===== config.mk =====
export PLATFORM = sky130hd
export DESIGN_NAME = lzmd_ctrl
export DESIGN_NICKNAME = d
export VERILOG_FILES = /design/src/sv/lzmd_pkg.sv /design/src/sv/lzmd_ctrl.sv
export SDC_FILE = /design/constraint.sdc
export NUM_CORES = 1
export LEC_CHECK = 0
export BUFFER_PORTS_ARGS = -buffer_cell sky130_fd_sc_hd__buf_2
export CAP_MARGIN = 25
export CORE_AREA = 5 5 42 44
export DETAILED_ROUTE_END_ITERATION = 10
export DIE_AREA = 0 0 47 49
export GPL_TIMING_DRIVEN = 0
export HOLD_SLACK_MARGIN = 0.08
export PLACE_DENSITY = 0.3
export SLEW_MARGIN = 20
export SYNTH_ARGS = -nofsm -noshare
export SYNTH_HDL_FRONTEND = slang
export SYNTH_SLANG_ARGS = --single-unit

===== constraint.sdc =====
create_clock -name clk -period 1.2 [get_ports clk]
set_clock_uncertainty 0.05 [all_clocks]
set_input_delay 0.18 -clock clk [delete_from_list [all_inputs] [get_ports clk]]
set_output_delay 0.18 -clock clk [all_outputs]
set_load 0.01 [all_outputs]

===== src/sv/lzmd_pkg.sv =====
// ----------------------------------------------------------------------------
// lzmd_pkg
// Shared types and constants of the marker-byte LZ77 decompressor.
// ----------------------------------------------------------------------------
package lzmd_pkg;

  localparam int WINDOW_BYTES_DEF = 131072;
  localparam int BURST_MAX_DEF    = 64;

  localparam logic [6:0] VARINT_MASK = 7'h7f;
  localparam int         VARINT_MORE = 7;

  typedef enum logic [2:0] {
    MODE_HEADER       = 3'd0,
    MODE_PLAIN        = 3'd1,
    MODE_AFTER_MARKER = 3'd2,
    MODE_LENGTH       = 3'd3,
    MODE_OFFSET       = 3'd4
  } lzmd_mode_t;

  typedef enum logic [1:0] {
    ERR_NONE   = 2'd0,
    ERR_BUSY   = 2'd1,
    ERR_OFFSET = 2'd2
  } lzmd_err_t;

  typedef enum logic [1:0] {
    S_IDLE   = 2'd0,
    S_DECODE = 2'd1,
    S_READ   = 2'd2,
    S_EMIT   = 2'd3
  } lzmd_state_t;

  typedef struct packed {
    logic load;
    logic decode;
    logic read;
    logic emit;
  } lzmd_cmd_t;

  typedef struct packed {
    logic slot_free;
    logic dec_result;
    logic dec_copy;
    logic copy_more;
  } lzmd_status_t;

endpackage


===== src/sv/lzmd_ctrl.sv =====
// ----------------------------------------------------------------------------
// lzmd_ctrl
// Sequencer: accepts a transaction, commits its decode step, then runs the
// copy burst as ring read / emit pairs.
// ----------------------------------------------------------------------------
module lzmd_ctrl
  import lzmd_pkg::*;
(
  input  logic         clk,
  input  logic         rst_n,
  input  logic         in_valid,
  output logic         in_ready,
  input  lzmd_status_t st,
  output lzmd_cmd_t    cmd
);

  lzmd_state_t state_r, state_nxt;

  always_ff @(posedge clk) begin
    if (!rst_n) begin
      state_r <= S_IDLE;
    end else begin
      state_r <= state_nxt;
    end
  end

  always_comb begin
    state_nxt = state_r;
    unique case (state_r)
      S_IDLE: begin
        if (in_valid) state_nxt = S_DECODE;
      end
      S_DECODE: begin
        if (!st.dec_result || st.slot_free) begin
          state_nxt = st.dec_copy ? S_READ : S_IDLE;
        end
      end
      S_READ: begin
        state_nxt = S_EMIT;
      end
      S_EMIT: begin
        if (st.slot_free) state_nxt = st.copy_more ? S_READ : S_IDLE;
      end
      default: state_nxt = S_IDLE;
    endcase
  end

  always_comb begin
    in_ready   = 1'b0;
    cmd        = '0;
    unique case (state_r)
      S_IDLE: begin
        in_ready = 1'b1;
        cmd.load = in_valid;
      end
      S_DECODE: begin
        cmd.decode = !st.dec_result || st.slot_free;
      end
      S_READ: begin
        cmd.read = 1'b1;
      end
      S_EMIT: begin
        cmd.emit = st.slot_free;
      end
      default: ;
    endcase
  end

`ifndef SYNTHESIS
  a_emit_after_read: assert property (@(posedge clk) disable iff (!rst_n)
    cmd.emit |-> ($past(state_r) == S_READ || $past(state_r) == S_EMIT))
    else $error("emit without a preceding ring read");
  a_read_to_emit: assert property (@(posedge clk) disable iff (!rst_n)
    cmd.read |=> (state_r == S_EMIT))
    else $error("ring read not followed by emit");
  a_one_cmd: assert property (@(posedge clk) disable iff (!rst_n)
    $onehot0({cmd.load, cmd.decode, cmd.read, cmd.emit}))
    else $error("more than one command at once");
`endif

endmodule


==> metrics.yaml <==
status:
  outcome: "finished, final reports clean"
clock_network:
  cts_buffers: 3
  cts_tree: "yes"
  cts-htree-levels: 1
  clkTransAtPathRegs_ns: 0.03
  cts_setup_buffers: 0
  cts_num_sinks: 2
  clockBufferDepth: 2
  cts_root_buf: "clkbuf_4"
  insertion_delay_ns: 0.22
min_path:
  hold_path.class: "in -> reg"
  holdPathStages: 2
routing:
  drt_iter0_markers: 0
  num_vias: 158
  drt_drc_violations_left: 0
  routed_wirelength_um: 395
  viasPerCell: 3.43
  ant_nets: 0
  drt_pass1_iterations: 1
  wire_per_inst_um: 8.59
critical_path:
  critPathArrivalTime_ns: 0.91
  startpoint_type: "flop"
  critPathCaptureType: "output pin"
  cp_data_required_time_ns: 0.97
  path_class: "reg -> out"
  critPathMaxFanout: 7
  rr_worst_depth: 1
synthesis:
  synthAdderAreaFrac_pct: 0
  synth.cell_area_um2: 113
  synth_nets: 23
  synth_most_common_cell: "nor2_1"
  synth_top_family_by_area: "simple AND/OR/NAND/NOR gates"
  synth_commonest_cells: "4 x nor2_1, 2 x dfxtp_1, 2 x o21ai_1"
  synth_top_area_cell: "dfxtp_1"
  async_flop_share_pct: 0
  syn-instance-count: 16
  ys_types: 11
  synthSimpleGateAreaFrac_pct: 37.8
  yosys_warnings: 0
  synth_xor_area_share_pct: 0
  syn_avg_cell_area_um2: 7.04
  ys.flop_type: "dfxtp_1"
  synth_top_cell_area_share_pct: 35.6
  synth-edff-count: 0
  ys_ff_latch: 2
  synth_mux_area_share_pct: 0
  synth_compound_area_share_pct: 23.3
  yosysSeqAreaShare_pct: 35.6
  synthTopCellsByArea: "dfxtp_1 36%, nor2_1 13%, o21ai_1 8.9%"
global_route:
  grt_pass1_vias: 179
  grt_max_degree: 8
  grt_pass1_wl_um: 627
  gr-total-overflow: 0
  grt_use_total_pct: 4.15
  antenna_found_initial: 0
timing:
  slew_headroom_pct: 90.7
  slew_violations: 0
  worst_slew_pin_slew_ns: 0.139
  post-route-period-util_pct: 95.0
  setup_viol: 0
  rsz0062_at_grt: "true"
  hold_ws_ns: 0.162
  timing.fmax_mhz: 877
  tns_ns: 0
  period_minus_slack_ns: 1.14
  hold_viol_final: 0
finish:
  final_layout_size_suffix_gt1_share_pct: 60.0
  fin_area_um2: 228
  largest_reg_flops: 2
  multi_input_area_um2: 78.8
  top_register: "state_r"
  fillers: 170
  area_growth_pct: 102
  diodes: 0
  fin_nets: 39
  largestRegisters: "state_r (2)"
  regArea_um2: 47.5
floorplan:
  io-pin-count: 12
  dieArea_um2: 2300
  fp.dieW_um: 47
  start_util_pct: 8.04
  rows: 14
  die_y_um: 49
  core_um2: 1400
power:
  p_leak_nw: 0.119
  ir_drop_v: 0.000408
  power_density_nw_per_um2: 1250
placement:
  place_congestion: 0.634
  placed_area_um2: 188
  hpwlAfterDp_um: 331
  portBuffers: 11
flow_run:
  drv_cap: 0
-- per-layer routing --
metal	track usage (%)	part of all wire, %	vias up
li1	-	-	83
met1	4.60	46	64
met2	4.75	41	11
met3	1.85	13	0
met4	5.53	0	0
met5	0	0	-
-- placed cells by master (no fill, tap or decap), types with 2 or more instances in the layout --
master | synthesis | layout
buf_2 | 0 | 11
nor2_1 | 4 | 2
dfxtp_4 | 0 | 2
o21ai_1 | 2 | 2
clkbuf_4 | 0 | 3
-- power by group --
part	switching [mW]	internal (mW)	total [mW]
clock network	0.0355	0.110	0.146
logic	0.0263	0.0295	0.0558
registers	0.0115	0.0725	0.0840
-- logic make-up after synthesis --
family,count (synthesis)
AO/OA/AOI/OAI,4
buffers and inverters,1
flip-flops,2
AND/OR/NAND/NOR,9
-- worst max-delay path, stage by stage, from the launching register on --
cell and delay (ns):
dfxtp_4 0.36, nor2_4 0.10, and2_1 0.11, buf_2 0.12
-- through the flow --
step                setup WS (ns)  cells  total power, mW  util [%]
detailed placement          0.199     43            0.136      13.4
global placement            0.180     43            0.136      13.4
global route              0.00112     46            0.314      16.3
CTS                        0.0173     46            0.292      15.2
finish                     0.0597     46            0.285      16.3
floorplan                   0.221     16            0.107         -
-- final cells by class --
cell class | count | share of cell area [%]
multi-input cells | 13 | 34.6
repair buffers | 11 | 24.2
flip-flops and latches | 2 | 20.9
clock buffers | 3 | 9.89
well taps | 16 | 8.79
inverters | 1 | 1.65
-- final timing paths --
| check | startpoint | end | slack [ns] |
|---|---|---|---|
| setup / recovery | state_r[1] | cmd[3] | 0.06 |
| hold / removal | in_valid | state_r[0] | 0.16 |
| setup reg to reg | state_r[0] | state_r[0] | 0.34 |
| hold reg to reg | state_r[1] | state_r[1] | 0.52 |
-- timing repair --
action / CTS / global route
pin swaps: 0 / 2
setup endpoints to repair: 1 / 2
hold buffers: 0 / 0
gates resized for setup: 2 / 5
Power figures use the tool's default switching activity.
